`src/hdl/snl_token_scanner_core_defines.svh`:
```
// Assertion macros for the token scanner. Each use names a label, an antecedent,
// a consequent and a message; clk and rst are taken from the enclosing module.
`ifndef SNL_TOKEN_SCANNER_CORE_DEFINES_SVH
`define SNL_TOKEN_SCANNER_CORE_DEFINES_SVH
`ifndef SYNTHESIS
`define SNL_ASSERT_NOW(lbl, ante, cons, msg) \
  lbl: assert property (@(posedge clk) disable iff (rst) (ante) |-> (cons)) \
    else $error(msg);
`define SNL_ASSERT_NEXT(lbl, ante, cons, msg) \
  lbl: assert property (@(posedge clk) disable iff (rst) (ante) |=> (cons)) \
    else $error(msg);
`else
`define SNL_ASSERT_NOW(lbl, ante, cons, msg)
`define SNL_ASSERT_NEXT(lbl, ante, cons, msg)
`endif
`endif

```
`src/hdl/snl_pkg.sv`:
```
package snl_pkg;

  localparam int KEYWORD_CHARS = 9;
  localparam int KEYWORD_COUNT = 21;
  localparam int LINE_BITS     = 16;
  localparam int POS_BITS      = 24;
  localparam int PFX_IDX_BITS  = $clog2(KEYWORD_CHARS);
  localparam int RQ_DEPTH      = 4;
  localparam int RQ_PTR_BITS   = $clog2(RQ_DEPTH);

  typedef logic [5:0] kind_t;
  typedef logic [2:0] err_t;

  localparam kind_t K_PROGRAM   = 6'd0;
  localparam kind_t K_TYPE      = 6'd1;
  localparam kind_t K_VAR       = 6'd2;
  localparam kind_t K_ENDFILE   = 6'd3;
  localparam kind_t K_ERROR     = 6'd4;
  localparam kind_t K_ID        = 6'd5;
  localparam kind_t K_INTC      = 6'd6;
  localparam kind_t K_CHARC     = 6'd7;
  localparam kind_t K_ASSIGN    = 6'd8;
  localparam kind_t K_PROCEDURE = 6'd9;
  localparam kind_t K_BEGIN     = 6'd10;
  localparam kind_t K_END       = 6'd11;
  localparam kind_t K_ARRAY     = 6'd12;
  localparam kind_t K_EQ        = 6'd13;
  localparam kind_t K_LT        = 6'd14;
  localparam kind_t K_PLUS      = 6'd15;
  localparam kind_t K_MINUS     = 6'd16;
  localparam kind_t K_TIMES     = 6'd17;
  localparam kind_t K_OVER      = 6'd18;
  localparam kind_t K_OF        = 6'd19;
  localparam kind_t K_RECORD    = 6'd20;
  localparam kind_t K_IF        = 6'd21;
  localparam kind_t K_THEN      = 6'd22;
  localparam kind_t K_ELSE      = 6'd23;
  localparam kind_t K_FI        = 6'd24;
  localparam kind_t K_LPAREN    = 6'd25;
  localparam kind_t K_RPAREN    = 6'd26;
  localparam kind_t K_DOT       = 6'd27;
  localparam kind_t K_SEMI      = 6'd29;
  localparam kind_t K_WHILE     = 6'd30;
  localparam kind_t K_DO        = 6'd31;
  localparam kind_t K_ENDWH     = 6'd32;
  localparam kind_t K_READ      = 6'd33;
  localparam kind_t K_WRITE     = 6'd34;
  localparam kind_t K_COMMA     = 6'd35;
  localparam kind_t K_LMIDPAREN = 6'd36;
  localparam kind_t K_RMIDPAREN = 6'd37;
  localparam kind_t K_UNDERANGE = 6'd38;
  localparam kind_t K_RETURN    = 6'd39;
  localparam kind_t K_INTEGER   = 6'd40;
  localparam kind_t K_CHAR      = 6'd41;
  localparam kind_t K_GT        = 6'd42;

  localparam err_t E_NONE       = 3'd0;
  localparam err_t E_BAD_CHAR   = 3'd1;
  localparam err_t E_BAD_ASSIGN = 3'd2;
  localparam err_t E_BAD_NUMBER = 3'd3;
  localparam err_t E_BAD_BODY   = 3'd4;
  localparam err_t E_OPEN_LIT   = 3'd5;

  localparam logic [7:0] CH_TAB    = 8'h09;
  localparam logic [7:0] CH_NL     = 8'h0A;
  localparam logic [7:0] CH_SPACE  = 8'h20;
  localparam logic [7:0] CH_QUOTE  = 8'h27;
  localparam logic [7:0] CH_DOT    = 8'h2E;
  localparam logic [7:0] CH_COLON  = 8'h3A;
  localparam logic [7:0] CH_EQUAL  = 8'h3D;
  localparam logic [7:0] CH_LBRACE = 8'h7B;
  localparam logic [7:0] CH_RBRACE = 8'h7D;

  // Keywords are space padded to KEYWORD_CHARS; character i sits in byte i from the top.
  localparam logic [8*KEYWORD_CHARS-1:0] KW_TEXT [KEYWORD_COUNT] = '{
    "program  ", "type     ", "var      ", "procedure", "begin    ", "end      ",
    "array    ", "of       ", "record   ", "if       ", "then     ", "else     ",
    "fi       ", "while    ", "do       ", "endwh    ", "read     ", "write    ",
    "return   ", "integer  ", "char     "
  };
  localparam logic [7:0] KW_LEN [KEYWORD_COUNT] = '{
    8'd7, 8'd4, 8'd3, 8'd9, 8'd5, 8'd3, 8'd5, 8'd2, 8'd6, 8'd2, 8'd4,
    8'd4, 8'd2, 8'd5, 8'd2, 8'd5, 8'd4, 8'd5, 8'd6, 8'd7, 8'd4
  };
  localparam kind_t KW_CODE [KEYWORD_COUNT] = '{
    K_PROGRAM, K_TYPE, K_VAR, K_PROCEDURE, K_BEGIN, K_END, K_ARRAY, K_OF,
    K_RECORD, K_IF, K_THEN, K_ELSE, K_FI, K_WHILE, K_DO, K_ENDWH, K_READ,
    K_WRITE, K_RETURN, K_INTEGER, K_CHAR
  };

  typedef enum logic [9:0] {
    M_START   = 10'b00_0000_0001,
    M_ID      = 10'b00_0000_0010,
    M_NUM     = 10'b00_0000_0100,
    M_BADNUM  = 10'b00_0000_1000,
    M_COLON   = 10'b00_0001_0000,
    M_DOT     = 10'b00_0010_0000,
    M_COMMENT = 10'b00_0100_0000,
    M_QUOTE   = 10'b00_1000_0000,
    M_BODY    = 10'b01_0000_0000,
    M_SKIP    = 10'b10_0000_0000
  } mode_t;

  typedef logic [KEYWORD_CHARS-1:0][7:0] prefix_t;

  typedef struct packed {
    mode_t                mode;
    logic [LINE_BITS-1:0] line_count;
    logic [POS_BITS-1:0]  byte_pos;
    logic [POS_BITS-1:0]  token_start;
    logic [7:0]           token_len;
    logic [15:0]          number_value;
    logic                 halted;
  } scan_state_t;

  typedef struct packed {
    kind_t       kind;
    err_t        err;
    logic [15:0] line;
    logic [23:0] start;
    logic [7:0]  len;
    logic [15:0] value;
    logic        last;
  } result_t;

  typedef struct packed {
    logic                    we;
    logic [PFX_IDX_BITS-1:0] idx;
    logic [7:0]              data;
  } pfx_wr_t;

  typedef struct packed {
    logic  hit;
    kind_t kind;
  } delim_t;

  function automatic logic is_alpha(logic [7:0] c);
    return (c >= "a" && c <= "z") || (c >= "A" && c <= "Z");
  endfunction

  function automatic logic is_digit(logic [7:0] c);
    return c >= "0" && c <= "9";
  endfunction

  function automatic logic is_alnum(logic [7:0] c);
    return is_alpha(c) || is_digit(c);
  endfunction

  function automatic delim_t delim_kind(logic [7:0] c);
    delim_t d;
    d.hit = 1'b1;
    case (c)
      "+":     d.kind = K_PLUS;
      "-":     d.kind = K_MINUS;
      "*":     d.kind = K_TIMES;
      "/":     d.kind = K_OVER;
      "(":     d.kind = K_LPAREN;
      ")":     d.kind = K_RPAREN;
      ";":     d.kind = K_SEMI;
      "[":     d.kind = K_LMIDPAREN;
      "]":     d.kind = K_RMIDPAREN;
      "=":     d.kind = K_EQ;
      "<":     d.kind = K_LT;
      ">":     d.kind = K_GT;
      ",":     d.kind = K_COMMA;
      default: begin
        d.hit  = 1'b0;
        d.kind = K_ERROR;
      end
    endcase
    return d;
  endfunction

  // Words longer than KEYWORD_CHARS cannot match any length entry and fall out as ID.
  function automatic kind_t word_kind(prefix_t p, logic [7:0] len);
    kind_t kind;
    logic  hit;
    kind = K_ID;
    for (int k = 0; k < KEYWORD_COUNT; k++) begin
      hit = (len == KW_LEN[k]);
      for (int i = 0; i < KEYWORD_CHARS; i++) begin
        if (i < int'(KW_LEN[k]) && p[i] != KW_TEXT[k][8*(KEYWORD_CHARS-1-i) +: 8]) begin
          hit = 1'b0;
        end
      end
      if (hit) kind = KW_CODE[k];
    end
    return kind;
  endfunction

  function automatic result_t make_result(kind_t kind, err_t err, logic [LINE_BITS-1:0] line,
                                          logic [POS_BITS-1:0] start, logic [7:0] len,
                                          logic [15:0] value);
    result_t r;
    r.kind  = kind;
    r.err   = err;
    r.line  = 16'(line);
    r.start = 24'(start);
    r.len   = len;
    r.value = value;
    r.last  = 1'b0;
    return r;
  endfunction

endpackage

```
`src/hdl/snl_step.sv`:
```
module snl_step (
  input  snl_pkg::scan_state_t st,
  input  snl_pkg::prefix_t     prefix,
  input  logic [7:0]           in_byte,
  input  logic                 end_of_input,
  output snl_pkg::scan_state_t st_next,
  output snl_pkg::pfx_wr_t     pfx_wr,
  output snl_pkg::result_t     res0,
  output snl_pkg::result_t     res1,
  output logic [1:0]           res_count
);
  import snl_pkg::*;

  logic [7:0]          c;
  logic                eof;
  logic [POS_BITS-1:0] pos;
  logic [19:0]         num_prod;
  delim_t              dl;
  result_t             ra;
  result_t             rb;
  logic                va;
  logic                vb;
  logic                redo;
  logic                grow_en;

  assign c        = in_byte;
  assign eof      = end_of_input;
  assign pos      = st.byte_pos;
  assign num_prod = 20'(st.number_value) * 20'd10 + 20'(c[3:0]);
  assign dl       = delim_kind(c);

  always_comb begin
    st_next = st;
    pfx_wr  = '0;
    ra      = '0;
    rb      = '0;
    va      = 1'b0;
    vb      = 1'b0;
    redo    = 1'b0;
    grow_en = 1'b0;

    if (!st.halted) begin
      if (!eof) st_next.byte_pos = pos + POS_BITS'(1);

      // First phase: the pending token, if any, is finished or extended.
      case (st.mode)
        M_ID: begin
          if (!eof && is_alnum(c)) begin
            grow_en = 1'b1;
          end else begin
            ra   = make_result(word_kind(prefix, st.token_len), E_NONE, st.line_count,
                               st.token_start, st.token_len, 16'd0);
            va   = 1'b1;
            redo = 1'b1;
          end
        end
        M_NUM: begin
          if (!eof && is_digit(c)) begin
            st_next.number_value = (num_prod > 20'hFFFF) ? 16'hFFFF : num_prod[15:0];
            grow_en = 1'b1;
          end else if (!eof && is_alpha(c)) begin
            grow_en      = 1'b1;
            st_next.mode = M_BADNUM;
          end else begin
            ra   = make_result(K_INTC, E_NONE, st.line_count, st.token_start,
                               st.token_len, st.number_value);
            va   = 1'b1;
            redo = 1'b1;
          end
        end
        M_BADNUM: begin
          if (!eof && is_alnum(c)) begin
            grow_en = 1'b1;
          end else begin
            ra   = make_result(K_ERROR, E_BAD_NUMBER, st.line_count, st.token_start,
                               st.token_len, 16'd0);
            va   = 1'b1;
            redo = 1'b1;
          end
        end
        M_COLON: begin
          va = 1'b1;
          if (!eof && c == CH_EQUAL) begin
            ra           = make_result(K_ASSIGN, E_NONE, st.line_count, st.token_start,
                                       8'd2, 16'd0);
            st_next.mode = M_START;
          end else begin
            ra             = make_result(K_ERROR, E_BAD_ASSIGN, st.line_count,
                                         st.token_start, 8'd1, 16'd0);
            st_next.halted = 1'b1;
          end
        end
        M_DOT: begin
          va = 1'b1;
          if (!eof && c == CH_DOT) begin
            ra           = make_result(K_UNDERANGE, E_NONE, st.line_count, st.token_start,
                                       8'd2, 16'd0);
            st_next.mode = M_START;
          end else begin
            ra   = make_result(K_DOT, E_NONE, st.line_count, st.token_start, 8'd1, 16'd0);
            redo = 1'b1;
          end
        end
        M_COMMENT: begin
          if (eof) redo = 1'b1;
          else if (c == CH_RBRACE) st_next.mode = M_START;
        end
        M_QUOTE: begin
          va = 1'b1;
          if (!eof && is_alnum(c)) begin
            ra           = make_result(K_CHARC, E_NONE, st.line_count, pos, 8'd1,
                                       {8'd0, c});
            st_next.mode = M_BODY;
          end else begin
            ra             = make_result(K_ERROR, E_BAD_BODY, st.line_count,
                                         st.token_start, 8'd1, 16'd0);
            st_next.halted = 1'b1;
          end
        end
        M_BODY: begin
          if (!eof && c == CH_QUOTE) begin
            st_next.mode = M_START;
          end else begin
            ra = make_result(K_ERROR, E_OPEN_LIT, st.line_count, st.token_start,
                             8'd2, 16'd0);
            va = 1'b1;
            if (eof) redo = 1'b1;
            else st_next.mode = M_SKIP;
          end
        end
        M_SKIP: begin
          if (eof) redo = 1'b1;
          else if (c == CH_QUOTE) st_next.mode = M_START;
        end
        default: begin
          redo = 1'b1;
        end
      endcase

      if (grow_en) begin
        if (st.token_len < 8'(KEYWORD_CHARS)) begin
          pfx_wr.we   = 1'b1;
          pfx_wr.idx  = st.token_len[PFX_IDX_BITS-1:0];
          pfx_wr.data = c;
        end
        if (st.token_len != 8'hFF) st_next.token_len = st.token_len + 8'd1;
      end

      // Second phase: when redo is set, the byte is scanned again from the start state.
      if (redo) begin
        st_next.mode = M_START;
        if (eof) begin
          rb = make_result(K_ENDFILE, E_NONE, st.line_count, pos, 8'd0, 16'd0);
          vb = 1'b1;
        end else if (c == CH_NL) begin
          if (st.line_count != '1) st_next.line_count = st.line_count + LINE_BITS'(1);
        end else if (is_alpha(c) || is_digit(c)) begin
          st_next.token_start = pos;
          st_next.token_len   = 8'd1;
          pfx_wr.we           = 1'b1;
          pfx_wr.idx          = '0;
          pfx_wr.data         = c;
          if (is_alpha(c)) begin
            st_next.mode = M_ID;
          end else begin
            st_next.number_value = {12'd0, c[3:0]};
            st_next.mode         = M_NUM;
          end
        end else if (c == CH_LBRACE) begin
          st_next.mode = M_COMMENT;
        end else if (c == CH_COLON) begin
          st_next.token_start = pos;
          st_next.mode        = M_COLON;
        end else if (c == CH_DOT) begin
          st_next.token_start = pos;
          st_next.mode        = M_DOT;
        end else if (c == CH_QUOTE) begin
          st_next.token_start = pos;
          st_next.mode        = M_QUOTE;
        end else if (dl.hit) begin
          rb = make_result(dl.kind, E_NONE, st.line_count, pos, 8'd1, 16'd0);
          vb = 1'b1;
        end else if (!(c == CH_SPACE || c == CH_TAB)) begin
          rb = make_result(K_ERROR, E_BAD_CHAR, st.line_count, pos, 8'd1, {8'd0, c});
          vb = 1'b1;
        end
      end
    end

    res0      = va ? ra : rb;
    res0.last = !(va && vb);
    res1      = rb;
    res1.last = 1'b1;
    res_count = {1'b0, va} + {1'b0, vb};
  end

endmodule

```
`src/hdl/snl_token_scanner_core.sv`:
```
// Each result is written into the result queue at the edge that accepts its byte.
// Throughput: one source byte per cycle; a byte that completes two tokens fills two
// slots of the four-entry result queue, and input stalls while three or more wait.
// Reset (rst, synchronous, active high) restores the start state, line 1, position 0,
// and empties the queue; the stored word characters are not cleared.
`include "snl_token_scanner_core_defines.svh"

module snl_token_scanner_core (
  input  logic        clk,
  input  logic        rst,
  input  logic        in_valid,
  output logic        in_ready,
  input  logic [7:0]  in_byte,
  input  logic        end_of_input,
  output logic        out_valid,
  input  logic        out_ready,
  output logic [5:0]  token_kind,
  output logic [2:0]  error_code,
  output logic [15:0] line_number,
  output logic [23:0] start_pos,
  output logic [7:0]  lexeme_length,
  output logic [15:0] lexeme_value,
  output logic        is_last
);
  import snl_pkg::*;

  scan_state_t            st;
  scan_state_t            st_next;
  prefix_t                prefix;
  pfx_wr_t                pfx_wr;
  result_t                res0;
  result_t                res1;
  logic [1:0]             res_count;
  logic                   in_accept;
  logic                   out_pop;
  logic [1:0]             push_count;
  result_t                queue [RQ_DEPTH];
  result_t                head;
  logic [RQ_PTR_BITS-1:0] wr_ptr;
  logic [RQ_PTR_BITS-1:0] wr_ptr_inc;
  logic [RQ_PTR_BITS-1:0] rd_ptr;
  logic [RQ_PTR_BITS:0]   count;
  logic [RQ_PTR_BITS:0]   count_next;

  snl_step u_step (
    .st           (st),
    .prefix       (prefix),
    .in_byte      (in_byte),
    .end_of_input (end_of_input),
    .st_next      (st_next),
    .pfx_wr       (pfx_wr),
    .res0         (res0),
    .res1         (res1),
    .res_count    (res_count)
  );

  // Room for two results is kept free so any byte can be taken.
  assign in_ready   = count <= (RQ_PTR_BITS+1)'(RQ_DEPTH - 2);
  assign in_accept  = in_valid && in_ready;
  assign out_valid  = count != '0;
  assign out_pop    = out_valid && out_ready;
  assign push_count = in_accept ? res_count : 2'd0;
  assign wr_ptr_inc = wr_ptr + RQ_PTR_BITS'(1);
  assign count_next = count + (RQ_PTR_BITS+1)'(push_count)
                    - (RQ_PTR_BITS+1)'(out_pop);

  always_ff @(posedge clk) begin
    if (rst) begin
      st.mode         <= M_START;
      st.line_count   <= LINE_BITS'(1);
      st.byte_pos     <= '0;
      st.token_start  <= '0;
      st.token_len    <= '0;
      st.number_value <= '0;
      st.halted       <= 1'b0;
    end else if (in_accept) begin
      st <= st_next;
    end
  end

  always_ff @(posedge clk) begin
    if (in_accept && pfx_wr.we) prefix[pfx_wr.idx] <= pfx_wr.data;
  end

  always_ff @(posedge clk) begin
    if (push_count != 2'd0) queue[wr_ptr] <= res0;
    if (push_count == 2'd2) queue[wr_ptr_inc] <= res1;
  end

  always_ff @(posedge clk) begin
    if (rst) begin
      wr_ptr <= '0;
      rd_ptr <= '0;
      count  <= '0;
    end else begin
      wr_ptr <= wr_ptr + RQ_PTR_BITS'(push_count);
      if (out_pop) rd_ptr <= rd_ptr + RQ_PTR_BITS'(1);
      count <= count_next;
    end
  end

  assign head          = queue[rd_ptr];
  assign token_kind    = head.kind;
  assign error_code    = head.err;
  assign line_number   = head.line;
  assign start_pos     = head.start;
  assign lexeme_length = head.len;
  assign lexeme_value  = head.value;
  assign is_last       = head.last;

  `SNL_ASSERT_NOW(a_queue_bound, 1'b1, count <= (RQ_PTR_BITS+1)'(RQ_DEPTH), "result queue overflow")
  `SNL_ASSERT_NOW(a_halted_silent, in_accept && st.halted, res_count == 2'd0, "result while halted")
  `SNL_ASSERT_NEXT(a_halt_sticky, st.halted, st.halted, "halt released without reset")
  `SNL_ASSERT_NOW(a_pair_order, in_accept && res_count == 2'd2, !res0.last && res1.last, "pair order")

endmodule

```
`config.mk`:
```
export PLATFORM = sky130hd
export DESIGN_NAME = snl_token_scanner_core
export DESIGN_NICKNAME = d
export VERILOG_FILES = /design/src/hdl/snl_pkg.sv /design/src/hdl/snl_step.sv /design/src/hdl/snl_token_scanner_core.sv
export VERILOG_INCLUDE_DIRS = /design/src /design/src/hdl
export SDC_FILE = /design/constraint.sdc
export NUM_CORES = 1
export LEC_CHECK = 0
export ABC_CLOCK_PERIOD_IN_PS = 14000
export BUFFER_PORTS_ARGS = -buffer_cell sky130_fd_sc_hd__buf_4
export CORE_AREA = 2 2 269 205
export DETAILED_ROUTE_END_ITERATION = 10
export DIE_AREA = 0 0 271 207
export GPL_TIMING_DRIVEN = 0
export PLACE_DENSITY_LB_ADDON = 0.1
export RECOVER_POWER = 50
export SLEW_MARGIN = 20
export SYNTH_ARGS = -nofsm -noshare
export SYNTH_HDL_FRONTEND = slang
export SYNTH_HIERARCHICAL = 1
export SYNTH_SLANG_ARGS = --single-unit
```
`constraint.sdc`:
```
create_clock -name clk -period 14 [get_ports clk]
set_input_delay 0.7 -clock clk [delete_from_list [all_inputs] [get_ports clk]]
set_output_delay 0.7 -clock clk [all_outputs]
set_load 0.02 [all_outputs]
```
## Yosys cells after proc, flatten, opt, wreduce, memory -nomap -nowiden

Memories as Yosys holds them, arrays and structs flattened. A register that Yosys moved wholly into a read port is not among the register bits.
Cells that the tools add are included.

- RAM bits: 296
- Flip-flop bits (word level): 178
- Word-level logic and storage cells: 474
- Memories: 1

- Bitwise logic cells: 3
- Multiply operators: 1
- Multiplexer cells: 283
- Order comparisons: 11
- Equality and inequality tests: 113
- Add/subtract/negate cells: 10
- Reduce and logical (&&, ||, !) cells: 33

Memories:

| name | depth | bits a word | read ports | clocked after memory_dff | wr ports | line | RTL |
|---|---|---|---|---|---|---|---|
| queue | 4 | 74 | 1 | 1 | 2 | snl_token_scanner_core.sv:37 | `result_t queue [RQ_DEPTH];` |

Operator list:

| cell | count |
|---|---|
| two-way mux 74 bit | 15 |
| one-hot mux 74 bit (7 select lines) | 1 |
| != test 8 x 7 -> 1 bit (second input constant) | 62 |
| two-way mux 71 bit | 4 |
| two-way mux 24 bit | 9 |
| two-way mux 1 bit | 184 |
| two-way mux 10 bit | 16 |
| == test 8 x 6 -> 1 bit (second input constant) | 15 |
| two-way mux 16 bit | 6 |
| two-way mux 13 bit | 7 |
| one-hot mux 6 bit (13 select lines) | 1 |
| bitwise mux 72 bit | 1 |
| two-way mux 72 bit | 1 |
| two-way mux 70 bit | 1 |
| one-hot mux 10 bit (7 select lines) | 1 |
| two-way mux 26 bit | 2 |
| two-way mux 5 bit | 8 |
| two-way mux 6 bit | 6 |
| demux 8 bit (select 4 bit) | 1 |
| == test 8 x 3 -> 1 bit (second input constant) | 4 |
| == test 8 x 7 -> 1 bit (second input constant) | 4 |
| two-way mux 8 bit | 4 |
| adder 24 x 1 -> 24 bit (second input constant) | 1 |
| == test 8 x 4 -> 1 bit (second input constant) | 3 |
| 58 further kinds | 97 |

## Longest topological paths before layout

Gate-level depths: netlist (run 1).

- Depth after elaboration: 36
- Gate-level depth with buffers: 18
- Mapped depth without buffers: 14

## Hierarchy

The synthesis (run 1) kept the hierarchy.

Modules (own cells, without submodules):

| module | area an instance (um^2) | sequential area each (um^2) | times used | cells each |
|---|---|---|---|---|
| snl_token_scanner_core | 20,848.7 | 13,212.7 | 1 | 1,316 |
| snl_step | 6,745.2 | 0.0 | 1 | 1,054 |

## Least setup slack after synthesis (run 1)

No wires, ideal clock.

- Path kind: input -> register
- Start: in in_byte[4]
- End: mem queue[1][0] (netlist name), enable pin
- Slack: 4.796 ns
- Data required time: 13.383 ns
- Cell stages on the path: 11
- Setup time: 0.617 ns
- Data arrival time: 8.587 ns
- Cell sequence: or3_1 or3_1 nor2_1 nor3_4 a21oi_1 nor3_1 clkbuf_1 clkbuf_1 ha_1 nand2_1 a211oi_1

RTL lines:

| element | line | RTL |
|---|---|---|
| from (decl) | snl_token_scanner_core.sv:13 | `input logic [7:0] in_byte,` |
| to (decl) | snl_token_scanner_core.sv:37 |  |

==> impl_results.md, run 1 <==
- Sequential cell area fraction in the yosys report: 47.9%
- # hold bufs at CTS: 0
- # clock sinks: 476
- FMAX: 128 MHz
- Drt first pass iters: 6
- Final ANT Viol Nets: 0
- Final hold vios: 0
- P_leak: 11.0 nW
- Die width: 271 um
- WHS Endpoint: st[0]$_SDFFE_PP0N_
- Post-Synth Adder-Cell Area: 2.12%
- Combinational Power Share: 23.7%
- Avg Synthesized Cell Area: 11.6 um^2
- Internal: 2.70 mW
- Post-route cell area: 30,800 um^2
- IO Port Bufs: 85
- Largest net degree at the start of global routing: 15
- Slew Viols, Final: 25
- Slew @ Worst Pin: 1.74 ns
- Top FF cell, synth: edfxtp_1
- Wire length of the first global-routing pass: 128,000 um
- Hpwl dp: 62,100 um
- Crit-path max FO: 10
- WL per Instance: 25.2 um
- Worst R2R Setup Slack: 6.19 ns
- Worst hold path type: reg -> reg
- CTS clk-pin slew, worst paths: 0.06 ns
- Routability cong.: 0.960
- Failing checks: max-capacitance violations, max-slew violations
- Post CTS Setup Buffer Count: 0
- Most common cell in the netlist: edfxtp_1
- Vias/cell: 6.29
- Die Ht: 207 um
- Setup-failing EPs final: 0
- Async SR Flop Fraction: 0%
- Final wirelength: 83,900 um
- Main combinational cell family by area after synthesis: multiplexers
- RSZ-0062 raised after global routing: false
- CTS Root Cell: clkbuf_16
- Crit. End Element: flip-flop
- Clock Skew: 0.0375 ns
- Post-placement cell area: 29,700 um^2
- Compound-Gate Fraction of Synth Area: 9.78%
- Post-synth EDFFs: 368
- Grt ovf: 0
- Clk_lat worst skew: 0.61 ns
- Rows: 74
- Net load switching power: 1.22 mW
- Synth top area cells: edfxtp_1, mux2_2, dfxtp_1, mux4_2, mux2_4
- Vias in the first global route: 20,500
- DRC: 0
- Post-Synthesis Cells: 2,370
- Yosys top cell area share: 40.0%
- RR Endpoint: queue[1][56]$_DFFE_PP_
- Clk pwr share: 34.0%
- Die area: 56,100 um^2
- Core area: 53,600 um^2
- Status: finished, violations left
- Post-synthesis xor/xnor area fraction: 1.90%
- Mapped Area: 27,600 um^2
- Initial antenna violation count: 2
- Rel. slew slack: -16.4%
- Max-cap viol count: 3
- Via count: 20,900
- DR iter-0 viols: 2,239
- Maximum root-to-sink buffer count: 3
- Setup WS post-layout: 6.19 ns
- Pre-CTS worst setup slack: 7.04 ns
- Synth warn: 6
- Nets: 2,621
- Flop pwr share: 42.3%
- Starting Density: 51.5%
- Max VDD drop: 0.107 mV
- Num CTS Buffers: 50
- Min Tclk post-route: 7.81 ns
- Critical path arrival: 8.13 ns
- Worst r2r src: st[98]$_SDFFE_PP0N_
- Final period util: 55.8%
- Area leader, netlist: edfxtp_1
- CP startpoint kind: flip-flop
- Area delta synth->final: 11.5%
- Simple-gate share of the synthesized area: 14.4%
- CTS tree: built
- Worst Reg-to-Reg Cells: 14
- Setup Crit Path Kind: reg -> reg
- H-tree level count: 2
- Top cells by count, synth: edfxtp_1, mux2_2, nand3_1, a21oi_1, o21ai_0
- Hold wc startpoint: st[0]$_SDFFE_PP0N_
- I/O pins: 89
- Register bit total from synthesis: 476
- Post_cts resized: 0
- Worst hold stages: 2
- Share of cells above drive strength 1: 22.3%
- P per Cell Area: 127 nW/um^2
- Post-synthesis mux area share: 20.2%
- Final Hold Slack: 0.472 ns
- Switching Share: 31.1%
- Worst EP required: 14.31 ns
- Post-synthesis cell type count: 87
- Total Routing Usage GR: 29.7%
## registers in the layout, summed over array words and instances, names as in the netlist, named ones only
name and count:
count 3, prefix 72, queue 296, rd_ptr 2
st 99, wr_ptr 2
## power by group through the flow
stage / Clock [mW] / Sequential, mW / Combinational (mW)
after floorplan: 0 / 1.70 / 0.619
after global placement: 0 / 1.73 / 0.995
after detailed placement: 0 / 1.69 / 1.03
after CTS: 1.35 / 1.66 / 1.04
after global routing: 1.41 / 1.67 / 0.987
final: 1.33 / 1.66 / 0.930
## placed cells by master, fill, tap and decap left out, types with 9 or more instances in the layout
cell	n
nand3_1	154
a31oi_1	16
nor4_1	28
edfxtp_1	368
a22o_1	33
and3_1	33
dfxtp_1	108
clkbuf_1	208
clkinv_2	9
nand2b_1	14
nor2b_1	34
mux2_4	60
conb_1	19
xor2_1	26
and2_1	53
buf_6	18
or3_1	15
xnor2_1	34
or4_1	17
a211oi_1	18
nand4_1	45
ha_1	42
inv_1	46
buf_1	16
buf_2	28
o21ai_0	137
mux4_2	74
clkbuf_16	51
mux2_2	264
buf_4	39
nor2_1	116
a21oi_1	143
nor3_1	58
a21o_1	16
nand2_1	83
## layout make-up
type,count,area (um^2)
inverters,47,176
plain buffers,178,821
repair buffers,124,653
multi-input cells,1686,13400
well taps,722,903
diodes,2,5.00
fillers,4526,22800
flip-flops and latches,476,13200
clock inverters,28,293
clock buffers,61,1310
## kinds of logic (layout without fill, tap and decap cells)
group,count (synthesis),in the layout
AOI/OAI and AO/OA,440,440
xor gates and xnor gates,60,60
adders and majority gates,45,45
buffers and inverters,225,438
DFF,476,476
muxes,400,400
other,2,21
and+or+nand+nor,722,722
## through the flow
| stage | instances | power (mW) | util [%] | setup TNS, ns |
|---|---|---|---|---|
| after global placement | 3194 | 2.72 | 54.5 | -604.38 |
| after global routing | 3323 | 4.06 | 57.4 | 0 |
| after floorplan | 2387 | 2.31 | - | 0 |
| after detailed placement | 3233 | 2.72 | 55.3 | 0 |
| final | 3324 | 3.92 | 57.4 | 0 |
| after CTS | 3322 | 4.05 | 58.3 | 0 |
## critical path, cell delays in order, from the launching register on
cell and delay (ns):
dfxtp_1 0.31, clkbuf_1 0.21, or4_1 0.53, or4_1 0.51, nor3_1 1.02, a21oi_1 0.38, nor3_1 0.33, clkbuf_1 0.60
clkbuf_1 0.55, ha_1 0.45, nand2b_1 0.25, a211oi_1 1.35, clkbuf_1 0.58, buf_6 0.25, buf_8 0.16
## layer usage
layer / vias to the layer above / GRT usage, % / part of all wire (%)
met2: 837 / 44.5 / 44
met3: 112 / 4.39 / 7.7
met1: 10500 / 45.2 / 46
met5: - / 0 / 0
met4: 0 / 7.28 / 2.2
li1: 9501 / - / -
## worst max path at each step
stage | startpoint | endpoint | cells after the start
floorplan | in_byte[4] | queue[1][0]$_DFFE_PP_ | 11
global route | st[98]$_SDFFE_PP0N_ | queue[1][56]$_DFFE_PP_ | 14
finish | st[98]$_SDFFE_PP0N_ | queue[1][56]$_DFFE_PP_ | 14
global placement | in_byte[3] | queue[1][6]$_DFFE_PP_ | 13
CTS | st[93]$_SDFFE_PP0N_ | queue[3][65]$_DFFE_PP_ | 15
detailed placement | in_byte[3] | queue[3][26]$_DFFE_PP_ | 16
Power figures use the tool's default switching activity.
==> inputs of run 2 (changes only) <==
ABC_CLOCK_PERIOD_IN_PS = 7200   (was 14000)
clock period = 7.2 ns   (was 14 ns; I/O delays follow)
==> impl_results.md, run 2 (synthesized netlist as in run 1, its figures left out) <==
- Grt ovf: 0 (unchanged)
- Final ANT Viol Nets: 0 (unchanged)
- Vias/cell: 6.30 (+0.16%)
- Worst hold path type: in -> reg
- Vias in the first global route: 20,400 (-0.24%)
- Core area: 53,600 um^2 (unchanged)
- P per Cell Area: 247 nW/um^2 (+94%)
- Via count: 20,900 (+0.067%)
- Worst r2r src: st[94]$_SDFFE_PP0N_
- Crit. End Element: flip-flop
- Post_cts resized: 0 (unchanged)
- Post CTS Setup Buffer Count: 0 (unchanged)
- Pre-CTS worst setup slack: 0.473 ns (-6.57 ns)
- Clk_lat worst skew: 0.59 ns (-0.02 ns)
- DR iter-0 viols: 2,265 (+1.2%)
- Total Routing Usage GR: 29.9% (+0.23 points)
- Final period util: 91.3% (+35 points)
- Max VDD drop: 0.197 mV (+85%)
- Worst hold stages: 4 (+2)
- Worst EP required: 7.53 ns (-6.78 ns)
- Slew Viols, Final: 10 (-60%)
- Failing checks: max-capacitance violations, max-slew violations
- Wire length of the first global-routing pass: 128,000 um (+0.50%)
- CTS tree: built
- Setup WS post-layout: 0.628 ns (-5.56 ns)
- Final Hold Slack: 0.308 ns (-0.165 ns)
- Die area: 56,100 um^2 (unchanged)
- Routability cong.: 0.995 (+3.7%)
- Setup Crit Path Kind: reg -> reg
- Met2 Use GR: 44.3% (-0.21 points)
- Min Tclk post-route: 6.57 ns (-1.24 ns)
- Final wirelength: 84,800 um (+1.1%)
- CTS Root Cell: clkbuf_16
- RSZ-0062 raised after global routing: false
- WL per Instance: 25.5 um (+1.1%)
- Initial antenna violation count: 7 (+5)
- Starting Density: 51.5% (unchanged)
- CP startpoint kind: flip-flop
- Post-route setup TNS: 0 ns (unchanged)
- Largest register FFs: 296 (unchanged)
- Final hold vios: 0 (unchanged)
- Critical path arrival: 6.90 ns (-1.23 ns)
- # hold bufs at CTS: 0 (unchanged)
- Num CTS Buffers: 50 (unchanged)
- Multi-input combinational cell area: 13,400 um^2 (+0.28%)
- RR Endpoint: queue[3][40]$_DFFE_PP_
- Reg area: 13,200 um^2 (unchanged)
- Met1 Resource Use GR: 45.3% (about the same)
- I/O pins: 89 (unchanged)
- Post-route cell area: 30,900 um^2 (+0.26%)
- Nets: 2,614 (-0.27%)
- # clock sinks: 476 (unchanged)
- WHS Endpoint: rd_ptr[0]$_SDFFE_PP0P_
- Rel. slew slack: -17.0% (-0.55 points)
- FMAX: 152 MHz (+19%)
- Maximum root-to-sink buffer count: 3 (unchanged)
- Post-placement cell area: 29,700 um^2 (+0.13%)
- IO Port Bufs: 85 (unchanged)
- Largest net degree at the start of global routing: 15 (unchanged)
- Hpwl dp: 62,600 um (+0.66%)
- Most frequent cells in the layout: edfxtp_1, mux2_2, clkbuf_1
- Filler Cell Count: 4,570 (+0.97%)
- Crit-path max FO: 10 (unchanged)
- Share of cells above drive strength 1: 22.7% (+0.41 points)
- Worst Reg-to-Reg Cells: 15 (+1)
- DRC: 0 (unchanged)
- Clock Skew: 0.0264 ns (-0.0111 ns)
- Max-cap viol count: 1 (-2)
- Slew @ Worst Pin: 1.74 ns (+0.000385 ns)
- Die Ht: 207 um (unchanged)
- Commonest non-fill, non-tap cell in the layout: edfxtp_1
- Setup-failing EPs final: 0 (unchanged)
- H-tree level count: 2 (unchanged)
- Worst R2R Setup Slack: 0.63 ns (-5.56 ns)
- Die width: 271 um (unchanged)
- Busiest grt layer: met1
- Status: finished, violations left
- Rows: 74 (unchanged)
- GRT met3 Usage: 5.50% (+1.1 points)
- Drt first pass iters: 6 (unchanged)
- Largest regs: queue (296), st (99), prefix (72)
- Hold wc startpoint: out_ready
- P_leak: 11.0 nW (+0.44%)
- Most flops, register: queue
- Area delta synth->final: 11.8%
- CTS clk-pin slew, worst paths: 0.06 ns (about the same)
[run 2: cell type report]
type,count,share of cell area (%)
buffer,178,2.66
timing repair buffer,117,2.24
antenna,2,0.0162
inverter,47,0.572
clock inverter,24,0.693
clock buffer,69,4.53
sequential,476,42.8
multi-input combinational,1686,43.5
tap,722,2.93
[run 2: power breakdown]
part	switching (mW)	internal, mW
clock	1.09	1.47
sequential	0.0704	3.16
combinational	1.20	0.615
total	2.37	5.25
[run 2: metrics by stage]
step                      cells  utilization (%)  total power, mW
final                      3321             57.6             7.61
after global routing       3320             57.6             7.89
after CTS                  3319             58.4             7.87
after detailed placement   3226             55.4             5.31
after global placement     3194             54.5             5.26
after floorplan            2387                -             4.49
[run 2: worst max-delay path by stage]
stage | slack, ns | depth (start not counted) | to | startpoint
6_report | 0.63 | 15 | queue[3][40]$_DFFE_PP_ | st[94]$_SDFFE_PP0N_
5_1_grt | 0.44 | 15 | queue[3][39]$_DFFE_PP_ | st[94]$_SDFFE_PP0N_
4_1_cts | 0.87 | 15 | queue[3][39]$_DFFE_PP_ | st[94]$_SDFFE_PP0N_
3_5_place_dp | 0.47 | 18 | queue[3][9]$_DFFE_PP_ | in_byte[3]
3_3_place_gp | -8.90 | 13 | queue[3][6]$_DFFE_PP_ | in_byte[3]
2_1_floorplan | -1.75 | 10 | queue[1][0]$_DFFE_PP_ | st[90]$_SDFFE_PP0N_
[run 2: routing by layer]
metal	vias to the layer above	routed length [um]
met5	-	16
met4	2	1630
met3	117	7160
met2	900	37200
met1	10400	38800
li1	9496	-
[run 2: critical path, cell delays in order (launching register included)]
cell and delay, ns:
dfxtp_1 0.31, clkbuf_1 0.20, nor4_1 0.84, o2111ai_1 0.43, a21oi_1 0.29, o21ai_0 0.12, a21oi_1 0.56, nor3_1 0.14
clkbuf_1 0.40, clkbuf_1 0.39, ha_1 0.55, nor2b_1 0.12, nand4_1 0.23, clkbuf_1 0.86, buf_2 0.47, mux2_2 0.38
